[src/hdl/sha256_stream_hasher_unit_macros.svh]
// Assertion macros used by the hasher's top-level file.
`ifndef SHA256_STREAM_HASHER_UNIT_MACROS_SVH
`define SHA256_STREAM_HASHER_UNIT_MACROS_SVH

// A condition that must hold at every clock edge outside reset.
`define SHA_CHECK(label, cond) \
    label: assert property (@(posedge clk) disable iff (!rst_n) (cond)) \
        else $error("assertion failed");

// When the antecedent holds, the consequent must hold at the same edge.
`define SHA_CHECK_IMPLY(label, ante, cons) \
    label: assert property (@(posedge clk) disable iff (!rst_n) (ante) |-> (cons)) \
        else $error("assertion failed");

`endif

[src/hdl/sha_pkg.sv]
package sha_pkg;

    localparam int FIFO_DEPTH = 4;
    localparam int FIFO_AW    = 2;

    typedef struct packed {
        logic [31:0] word;
        logic        blk_end;
        logic        msg_end;
    } fifo_entry_t;

    localparam logic [31:0] IV [8] = '{
        32'h6a09e667, 32'hbb67ae85, 32'h3c6ef372, 32'ha54ff53a,
        32'h510e527f, 32'h9b05688c, 32'h1f83d9ab, 32'h5be0cd19
    };

    localparam logic [31:0] ROUND_K [64] = '{
        32'h428a2f98, 32'h71374491, 32'hb5c0fbcf, 32'he9b5dba5,
        32'h3956c25b, 32'h59f111f1, 32'h923f82a4, 32'hab1c5ed5,
        32'hd807aa98, 32'h12835b01, 32'h243185be, 32'h550c7dc3,
        32'h72be5d74, 32'h80deb1fe, 32'h9bdc06a7, 32'hc19bf174,
        32'he49b69c1, 32'hefbe4786, 32'h0fc19dc6, 32'h240ca1cc,
        32'h2de92c6f, 32'h4a7484aa, 32'h5cb0a9dc, 32'h76f988da,
        32'h983e5152, 32'ha831c66d, 32'hb00327c8, 32'hbf597fc7,
        32'hc6e00bf3, 32'hd5a79147, 32'h06ca6351, 32'h14292967,
        32'h27b70a85, 32'h2e1b2138, 32'h4d2c6dfc, 32'h53380d13,
        32'h650a7354, 32'h766a0abb, 32'h81c2c92e, 32'h92722c85,
        32'ha2bfe8a1, 32'ha81a664b, 32'hc24b8b70, 32'hc76c51a3,
        32'hd192e819, 32'hd6990624, 32'hf40e3585, 32'h106aa070,
        32'h19a4c116, 32'h1e376c08, 32'h2748774c, 32'h34b0bcb5,
        32'h391c0cb3, 32'h4ed8aa4a, 32'h5b9cca4f, 32'h682e6ff3,
        32'h748f82ee, 32'h78a5636f, 32'h84c87814, 32'h8cc70208,
        32'h90befffa, 32'ha4506ceb, 32'hbef9a3f7, 32'hc67178f2
    };

    localparam logic [7:0] PAD_BYTE   = 8'h80;
    localparam logic [5:0] LEN_START  = 6'd55;
    localparam logic [5:0] BLOCK_LAST = 6'd63;
    localparam logic [1:0] WORD_LAST  = 2'd3;
    localparam logic [7:0] NUM_REGS   = 8'd4;

    function automatic logic [31:0] ror(input logic [31:0] v, input int n);
        ror = (v >> n) | (v << (32 - n));
    endfunction

    function automatic logic [31:0] big_s0(input logic [31:0] v);
        big_s0 = ror(v, 2) ^ ror(v, 13) ^ ror(v, 22);
    endfunction

    function automatic logic [31:0] big_s1(input logic [31:0] v);
        big_s1 = ror(v, 6) ^ ror(v, 11) ^ ror(v, 25);
    endfunction

    function automatic logic [31:0] small_s0(input logic [31:0] v);
        small_s0 = ror(v, 7) ^ ror(v, 18) ^ (v >> 3);
    endfunction

    function automatic logic [31:0] small_s1(input logic [31:0] v);
        small_s1 = ror(v, 17) ^ ror(v, 19) ^ (v >> 10);
    endfunction

endpackage

[src/hdl/sha_fifo.sv]
module sha_fifo
    import sha_pkg::*;
(
    input  logic        clk,
    input  logic        rst_n,
    input  logic        push,
    input  fifo_entry_t push_data,
    output logic        full,
    input  logic        pop,
    output logic        empty,
    output fifo_entry_t pop_data
);

    fifo_entry_t             mem_reg [FIFO_DEPTH];
    logic [FIFO_AW-1:0]      wr_ptr_reg, rd_ptr_reg;
    logic [FIFO_AW:0]        count_reg, count_next;

    assign full     = (count_reg == FIFO_AW'(0) + (FIFO_AW+1)'(FIFO_DEPTH));
    assign empty    = (count_reg == '0);
    assign pop_data = mem_reg[rd_ptr_reg];

    always_comb
    begin
        count_next = count_reg;
        if (push && !pop)
        begin
            count_next = count_reg + 1'b1;
        end
        else if (pop && !push)
        begin
            count_next = count_reg - 1'b1;
        end
    end

    always_ff @(posedge clk or negedge rst_n)
    begin
        if (!rst_n)
        begin
            wr_ptr_reg <= '0;
            rd_ptr_reg <= '0;
            count_reg  <= '0;
        end
        else
        begin
            if (push)
            begin
                wr_ptr_reg <= wr_ptr_reg + 1'b1;
            end
            if (pop)
            begin
                rd_ptr_reg <= rd_ptr_reg + 1'b1;
            end
            count_reg <= count_next;
        end
    end

    always_ff @(posedge clk)
    begin
        if (push)
        begin
            mem_reg[wr_ptr_reg] <= push_data;
        end
    end

endmodule

[src/hdl/sha_front.sv]
module sha_front
    import sha_pkg::*;
(
    input  logic        clk,
    input  logic        rst_n,
    input  logic        in_valid,
    output logic        in_ready,
    input  logic [7:0]  data_byte,
    input  logic        byte_present,
    input  logic        final_item,
    input  logic        q_full,
    output logic        q_push,
    output fifo_entry_t q_data
);

    typedef enum logic [2:0] {
        ST_ACCEPT = 3'b001,
        ST_PAD    = 3'b010,
        ST_LEN    = 3'b100
    } front_state_t;

    front_state_t state_reg, state_next;
    logic [5:0]   fill_reg;
    logic [23:0]  acc_reg;
    logic [63:0]  count_reg;
    logic [63:0]  len_reg, len_next;
    logic         first_reg;
    logic         byte_valid;
    logic [7:0]   byte_val;
    logic         accept;
    logic [63:0]  count_final;

    assign in_ready    = (state_reg == ST_ACCEPT) && !q_full;
    assign accept      = in_valid && in_ready;
    assign count_final = count_reg + {63'd0, byte_present};

    always_comb
    begin
        byte_valid = 1'b0;
        byte_val   = data_byte;
        state_next = state_reg;
        len_next   = len_reg;
        case (state_reg)
            ST_ACCEPT:
            begin
                byte_valid = accept && byte_present;
                if (accept && final_item)
                begin
                    state_next = ST_PAD;
                    len_next   = count_final << 3;
                end
            end
            ST_PAD:
            begin
                byte_valid = !q_full;
                byte_val   = first_reg ? PAD_BYTE : 8'd0;
                if (!q_full && fill_reg == LEN_START)
                begin
                    state_next = ST_LEN;
                end
            end
            ST_LEN:
            begin
                byte_valid = !q_full;
                byte_val   = len_reg[63:56];
                if (!q_full)
                begin
                    len_next = len_reg << 8;
                    if (fill_reg == BLOCK_LAST)
                    begin
                        state_next = ST_ACCEPT;
                    end
                end
            end
            default:
            begin
                state_next = ST_ACCEPT;
            end
        endcase
    end

    assign q_push         = byte_valid && (fill_reg[1:0] == WORD_LAST);
    assign q_data.word    = {acc_reg, byte_val};
    assign q_data.blk_end = (fill_reg == BLOCK_LAST);
    assign q_data.msg_end = (fill_reg == BLOCK_LAST) && (state_reg == ST_LEN);

    always_ff @(posedge clk or negedge rst_n)
    begin
        if (!rst_n)
        begin
            state_reg <= ST_ACCEPT;
            fill_reg  <= '0;
            count_reg <= '0;
            first_reg <= 1'b0;
        end
        else
        begin
            state_reg <= state_next;
            if (byte_valid)
            begin
                fill_reg <= fill_reg + 1'b1;
            end
            if (accept)
            begin
                count_reg <= final_item ? 64'd0 : count_final;
            end
            if (state_reg == ST_ACCEPT)
            begin
                first_reg <= 1'b1;
            end
            else if (state_reg == ST_PAD && !q_full)
            begin
                first_reg <= 1'b0;
            end
        end
    end

    always_ff @(posedge clk)
    begin
        len_reg <= len_next;
        if (byte_valid)
        begin
            acc_reg <= {acc_reg[15:0], byte_val};
        end
    end

endmodule

[src/hdl/sha_core.sv]
module sha_core
    import sha_pkg::*;
(
    input  logic         clk,
    input  logic         rst_n,
    input  logic         q_empty,
    input  fifo_entry_t  q_data,
    output logic         q_pop,
    input  logic [255:0] expected,
    output logic         out_valid,
    input  logic         out_ready,
    output logic [31:0]  digest_word,
    output logic [2:0]   word_number,
    output logic         last_word,
    output logic         digest_matches
);

    typedef enum logic [4:0] {
        ST_LOAD   = 5'b00001,
        ST_ROUND  = 5'b00010,
        ST_FINISH = 5'b00100,
        ST_CHECK  = 5'b01000,
        ST_EMIT   = 5'b10000
    } core_state_t;

    core_state_t state_reg;
    logic [31:0] chain_reg [8];
    logic [31:0] vars_reg [8];
    logic [31:0] w_reg [16];
    logic [5:0]  rnd_reg;
    logic [2:0]  idx_reg;
    logic        msg_end_reg;
    logic        match_reg;
    logic        out_valid_reg;
    logic [31:0] out_word_reg;
    logic [2:0]  out_num_reg;
    logic        out_last_reg;
    logic        out_match_reg;
    logic [31:0] t1, t2, w_new, ch, maj;
    logic        emit_load;

    assign q_pop     = (state_reg == ST_LOAD) && !q_empty;
    assign emit_load = (state_reg == ST_EMIT) && (!out_valid_reg || out_ready);

    always_comb
    begin
        ch    = (vars_reg[4] & vars_reg[5]) ^ (~vars_reg[4] & vars_reg[6]);
        maj   = (vars_reg[0] & vars_reg[1]) ^ (vars_reg[0] & vars_reg[2])
              ^ (vars_reg[1] & vars_reg[2]);
        t1    = vars_reg[7] + big_s1(vars_reg[4]) + ch + ROUND_K[rnd_reg] + w_reg[0];
        t2    = big_s0(vars_reg[0]) + maj;
        w_new = small_s1(w_reg[14]) + w_reg[9] + small_s0(w_reg[1]) + w_reg[0];
    end

    always_ff @(posedge clk or negedge rst_n)
    begin
        if (!rst_n)
        begin
            state_reg     <= ST_LOAD;
            rnd_reg       <= '0;
            idx_reg       <= '0;
            out_valid_reg <= 1'b0;
            for (int i = 0; i < 8; i++)
            begin
                chain_reg[i] <= IV[i];
            end
        end
        else
        begin
            if (emit_load)
            begin
                out_valid_reg <= 1'b1;
            end
            else if (out_ready)
            begin
                out_valid_reg <= 1'b0;
            end
            case (state_reg)
                ST_LOAD:
                begin
                    if (q_pop && q_data.blk_end)
                    begin
                        state_reg <= ST_ROUND;
                        rnd_reg   <= '0;
                    end
                end
                ST_ROUND:
                begin
                    rnd_reg <= rnd_reg + 1'b1;
                    if (rnd_reg == 6'd63)
                    begin
                        state_reg <= ST_FINISH;
                    end
                end
                ST_FINISH:
                begin
                    for (int i = 0; i < 8; i++)
                    begin
                        chain_reg[i] <= chain_reg[i] + vars_reg[i];
                    end
                    state_reg <= msg_end_reg ? ST_CHECK : ST_LOAD;
                end
                ST_CHECK:
                begin
                    idx_reg   <= '0;
                    state_reg <= ST_EMIT;
                end
                ST_EMIT:
                begin
                    if (emit_load)
                    begin
                        idx_reg <= idx_reg + 1'b1;
                        if (idx_reg == 3'd7)
                        begin
                            // The next message starts from the initial hash.
                            for (int i = 0; i < 8; i++)
                            begin
                                chain_reg[i] <= IV[i];
                            end
                            state_reg <= ST_LOAD;
                        end
                    end
                end
                default:
                begin
                    state_reg <= ST_LOAD;
                end
            endcase
        end
    end

    always_ff @(posedge clk)
    begin
        if (q_pop)
        begin
            for (int i = 0; i < 15; i++)
            begin
                w_reg[i] <= w_reg[i+1];
            end
            w_reg[15] <= q_data.word;
            if (q_data.blk_end)
            begin
                msg_end_reg <= q_data.msg_end;
                for (int i = 0; i < 8; i++)
                begin
                    vars_reg[i] <= chain_reg[i];
                end
            end
        end
        else if (state_reg == ST_ROUND)
        begin
            // The schedule window slides by one word each round.
            for (int i = 0; i < 15; i++)
            begin
                w_reg[i] <= w_reg[i+1];
            end
            w_reg[15] <= w_new;
            for (int i = 1; i < 8; i++)
            begin
                vars_reg[i] <= vars_reg[i-1];
            end
            vars_reg[4] <= vars_reg[3] + t1;
            vars_reg[0] <= t1 + t2;
        end
        if (state_reg == ST_CHECK)
        begin
            match_reg <= (expected == {chain_reg[0], chain_reg[1], chain_reg[2],
                chain_reg[3], chain_reg[4], chain_reg[5], chain_reg[6], chain_reg[7]});
        end
        if (emit_load)
        begin
            out_word_reg  <= chain_reg[idx_reg];
            out_num_reg   <= idx_reg;
            out_last_reg  <= (idx_reg == 3'd7);
            out_match_reg <= match_reg;
        end
    end

    assign out_valid      = out_valid_reg;
    assign digest_word    = out_word_reg;
    assign word_number    = out_num_reg;
    assign last_word      = out_last_reg;
    assign digest_matches = out_match_reg;

endmodule

[src/hdl/sha256_stream_hasher_unit.sv]
// Channel   Direction  Handshake              Payload
// in        input      in_valid / in_ready    data_byte, byte_present, final_item
// out       output     out_valid / out_ready  digest_word, word_number, last_word,
//                                             digest_matches
// cfg       input      cfg_valid / cfg_ready  cfg_index, cfg_data
//
// The front takes one byte per cycle while in_ready is high and packs words into a
// four-entry queue; the core runs 64 rounds and a chaining update per 64-byte block.
// A final item adds padding bytes, one per cycle unless the queue is full, to the block
// end (one more block when under nine bytes are left), rounds, a check and 8 transfers.
// Reset is asynchronous and clears all control state; out_ready low stalls
// only the core, and the front keeps going until the queue is full.
module sha256_stream_hasher_unit
    import sha_pkg::*;
(
    input  logic        clk,
    input  logic        rst_n,
    input  logic        in_valid,
    output logic        in_ready,
    input  logic [7:0]  data_byte,
    input  logic        byte_present,
    input  logic        final_item,
    output logic        out_valid,
    input  logic        out_ready,
    output logic [31:0] digest_word,
    output logic [2:0]  word_number,
    output logic        last_word,
    output logic        digest_matches,
    input  logic        cfg_valid,
    output logic        cfg_ready,
    input  logic [7:0]  cfg_index,
    input  logic [63:0] cfg_data
);

    `include "sha256_stream_hasher_unit_macros.svh"

    logic [63:0] expected_reg [4];
    logic        q_push, q_full;
    fifo_entry_t push_data, pop_data;
    logic        q_pop, q_empty;

    assign cfg_ready = 1'b1;

    always_ff @(posedge clk or negedge rst_n)
    begin
        if (!rst_n)
        begin
            for (int i = 0; i < 4; i++)
            begin
                expected_reg[i] <= '0;
            end
        end
        else if (cfg_valid && cfg_ready && cfg_index < NUM_REGS)
        begin
            expected_reg[cfg_index[1:0]] <= cfg_data;
        end
    end

    sha_front u_front (
        .clk          (clk),
        .rst_n        (rst_n),
        .in_valid     (in_valid),
        .in_ready     (in_ready),
        .data_byte    (data_byte),
        .byte_present (byte_present),
        .final_item   (final_item),
        .q_full       (q_full),
        .q_push       (q_push),
        .q_data       (push_data)
    );

    sha_fifo u_fifo (
        .clk       (clk),
        .rst_n     (rst_n),
        .push      (q_push),
        .push_data (push_data),
        .full      (q_full),
        .pop       (q_pop),
        .empty     (q_empty),
        .pop_data  (pop_data)
    );

    sha_core u_core (
        .clk            (clk),
        .rst_n          (rst_n),
        .q_empty        (q_empty),
        .q_data         (pop_data),
        .q_pop          (q_pop),
        .expected       ({expected_reg[0], expected_reg[1], expected_reg[2],
                          expected_reg[3]}),
        .out_valid      (out_valid),
        .out_ready      (out_ready),
        .digest_word    (digest_word),
        .word_number    (word_number),
        .last_word      (last_word),
        .digest_matches (digest_matches)
    );

    `SHA_CHECK(a_no_overflow, !(q_push && q_full))
    `SHA_CHECK_IMPLY(a_last_is_seven, out_valid, last_word == (word_number == 3'd7))
    `SHA_CHECK_IMPLY(a_digest_starts_at_zero, $rose(out_valid), word_number == 3'd0)

endmodule
[config.mk]
export PLATFORM = sky130hd
export DESIGN_NAME = sha256_stream_hasher_unit
export DESIGN_NICKNAME = d
export VERILOG_FILES = /design/src/hdl/sha_pkg.sv /design/src/hdl/sha_fifo.sv /design/src/hdl/sha_front.sv /design/src/hdl/sha_core.sv /design/src/hdl/sha256_stream_hasher_unit.sv
export VERILOG_INCLUDE_DIRS = /design/src /design/src/hdl
export SDC_FILE = /design/constraint.sdc
export NUM_CORES = 2
export LEC_CHECK = 0
export ABC_AREA = 1
export BUFFER_PORTS_ARGS = -buffer_cell sky130_fd_sc_hd__buf_2
export CAP_MARGIN = 20
export CORE_MARGIN = 3
export CORE_UTILIZATION = 50
export CTS_CLUSTER_DIAMETER = 150
export DETAILED_ROUTE_END_ITERATION = 16
export PLACE_DENSITY = 0.64
export SYNTH_ARGS = -nofsm -noshare
export SYNTH_HDL_FRONTEND = slang
export SYNTH_HIERARCHICAL = 1
export SYNTH_SLANG_ARGS = --single-unit
[constraint.sdc]
create_clock -name clk -period 29.4 [get_ports clk]
set_clock_uncertainty 0.2 [all_clocks]
set_input_delay 4.41 -clock clk [delete_from_list [all_inputs] [get_ports clk]]
set_output_delay 4.41 -clock clk [all_outputs]
set_load 0.01 [all_outputs]
==> summary.txt <==
Final layout
  • Max reg flops: ~500
  • Area of the multi-input gates: 46400 um^2
  • Storage element area: 46200 um^2
  • Final net count: 11998
  • Layout cells sized above 1: 8.56%
  • Fillers: 17676
  • Final Instance Area: 109000 um^2
  • Area growth from synthesis to layout: 9.34%

Flow run
  • Max cap viols: 0

Clock tree
  • Sinks on Clock Net: 1633
  • CTS tree: done
  • # H-tree levels: 4
  • Post-CTS Hold Buffers: 0
  • Root Driver: clkbuf_16
  • Post-CTS Setup Inserts: 0
  • Clk Latency, worst-skew pair: 0.87 ns
  • Clk buf depth: 3
  • Worst-path clk slew: 0.07 ns
  • Post-CTS sizing: 0
  • TritonCTS Buffers: 180

Route
  • Drt drc: 0
  • DR pass1 iterations: 7
  • Via/cell ratio: 6.17
  • WL per Instance: approximately 30 um
  • Initial DRC count: 13149
  • Final wirelength: 425000 um
  • Final ANT Viol Nets: 0
  • Via count: 87209

STA
  • RSZ-0062 raised after global routing: false
  • Post-layout min period: 9.42 ns
  • Count of final hold-check violations: 0
  • Setup TNS: 0 ns
  • Fmax: 0.106 GHz
  • Final setup vio count: 0
  • Worst rel slew slack: 18.6%
  • Final-report max-slew violation count: 0
  • Measured slew at the worst slew-check pin: 1.22 ns
  • Period utilisation layout: 32.0%

Critical path
  • Crit end category: flip-flop
  • Flop-to-flop setup slack: about 20 ns
  • Arrival time worst endpoint: 9.80 ns
  • Slowest CP cell: dfrtp_1
  • Worst EP required: 29.78 ns
  • CP top delay family: adder cells
  • Largest stage delay, worst path: 0.63 ns
  • Crit path max fanout: 14
  • Type of origin of the critical path: flip-flop
  • CP Buf/Inv Count: 7
  • Reg2reg start: u_core/rnd_reg[1]
  • Crit Path Class: reg2reg
  • CP Launch Point: u_core/rnd_reg[1]

Synthesis
  • Most frequent cell after synthesis: nand2_1
  • Warnings, synthesis: 6
  • Synthesized net count: 11966
  • Area share of the largest cell type after synthesis: 31.0%
  • Post-synth top area cell: edfxtp_1
  • Flops & latches, synth: 1633
  • Library cells used by synthesis: 81
  • Synth Flop Type: edfxtp_1
  • Mapped Area: 99600 um^2
  • Synth async-reset ratio: 37.0%
  • Cells after synthesis: approximately 11000
  • Synth cell count leaders: nand2_1 (2695), inv_1 (1228), edfxtp_1 (1028)
  • Ranking of synthesized cells by area: edfxtp_1 (31%), dfrtp_1 (12%), nand2_1 (10%)
  • Syn avg cell area: 8.83 um^2
  • Post-synth EDFFs: 1028
  • Post-synthesis sequential area ratio: 46.4%

GRT
  • Antenna violations before repair: 38
  • Largest net degree at the start of global routing: between 150 and 200
  • Vias in the first global route: 81175
  • All-layer global routing usage: 40.7%
  • Total gr overflow: 0
  • First-pass GRT wire length: 595000 um

Floorplanning
  • Die Area: 205000 um^2
  • Die W: 452 um
  • IO Pins: about 130
  • Initial Util: between 50% and 60%
  • Core Area: a little under 200000 um^2
  • FP Rows: approximately 160
  • Height of the die: between 400 and 500 um

Status
  • Run status: complete, no violations

Placed design
  • Placed cell areas: 102000 um^2
  • Hpwl dp: 324000 um
  • Gpl congestion: 1.05
  • Port-buffer cells: 125

Min path
  • Worst min-delay path class: reg2reg
  • Hold path start: u_core/w_reg[7][56]
## metal layers
layer / global-route usage (%) / part of all wire [%] / vias up
met3: 15.2 / 14 / 1048
met1: 57.8 / 41 / 42338
met5: 0 / 0.038 / -
li1: - / - / 37956
met4: 17.5 / 5.3 / 26
met2: 55.1 / 39 / 5841
## metrics by stage
stage	cells	util, %	hold slack, ns	worst slack [ns]
after floorplan	11283	-	0.200	16.07
after global placement	13769	51.8	0.200	20.18
after detailed placement	13770	51.8	0.205	20.11
after CTS	14110	55.0	0.195	20.09
after global routing	14116	55.1	0.209	19.35
final	14136	55.1	0.192	19.98
## final timing paths
kind | endpoint | cells after the start
setup / recovery | u_core/vars_reg[0][22] | 38
hold / removal | u_core/w_reg[7][24] | 0
min in group asynchronous | u_core/chain_reg[247] | 1
setup reg to reg | u_core/vars_reg[0][22] | 38
max in group asynchronous | u_front/count_reg[52] | 5
hold reg to reg | u_core/w_reg[7][24] | 0
## layout make-up
cell class	count	area share (%)
antenna	23	0.0528
timing repair buffer	232	1.42
tap	2640	3.03
sequential	1633	42.4
clock inverter	107	1.35
clock buffer	233	4.53
multi-input combinational	7947	42.6
inverter	1321	4.57
## layout by cell type, fill, tap and decap left out, drive strengths merged, types with 127 or more instances in the layout
cell type / count
fa: 196
dfrtp: 467
dfstp: 138
o22ai: 127
edfxtp: 1028
xor2: 331
clkbuf: 233
xnor2: 328
nor2: 761
nand3: 634
a21oi: 666
nand2: 2711
ha: 400
inv: 1327
buf: 232
o21ai: 928
## cell families (layout without fill, tap and decap cells)
logic type	after synthesis	in the layout	share of synthesized area (%)
AND/OR/NAND/NOR	4481	4481	18.8
XOR/XNOR	659	659	5.79
AO/OA/AOI/OAI	2190	2190	12.8
buffers and inverters	1703	1893	7.11
flip-flops	1633	1633	46.4
multiplexers	19	19	0.210
adder cells (fa/ha/maj)	597	597	8.97
other	1	24	0.00376
Power is left out: the tool's default activity adds up to more than one toggle a clock period on the data nets, which glitch-free logic cannot reach.
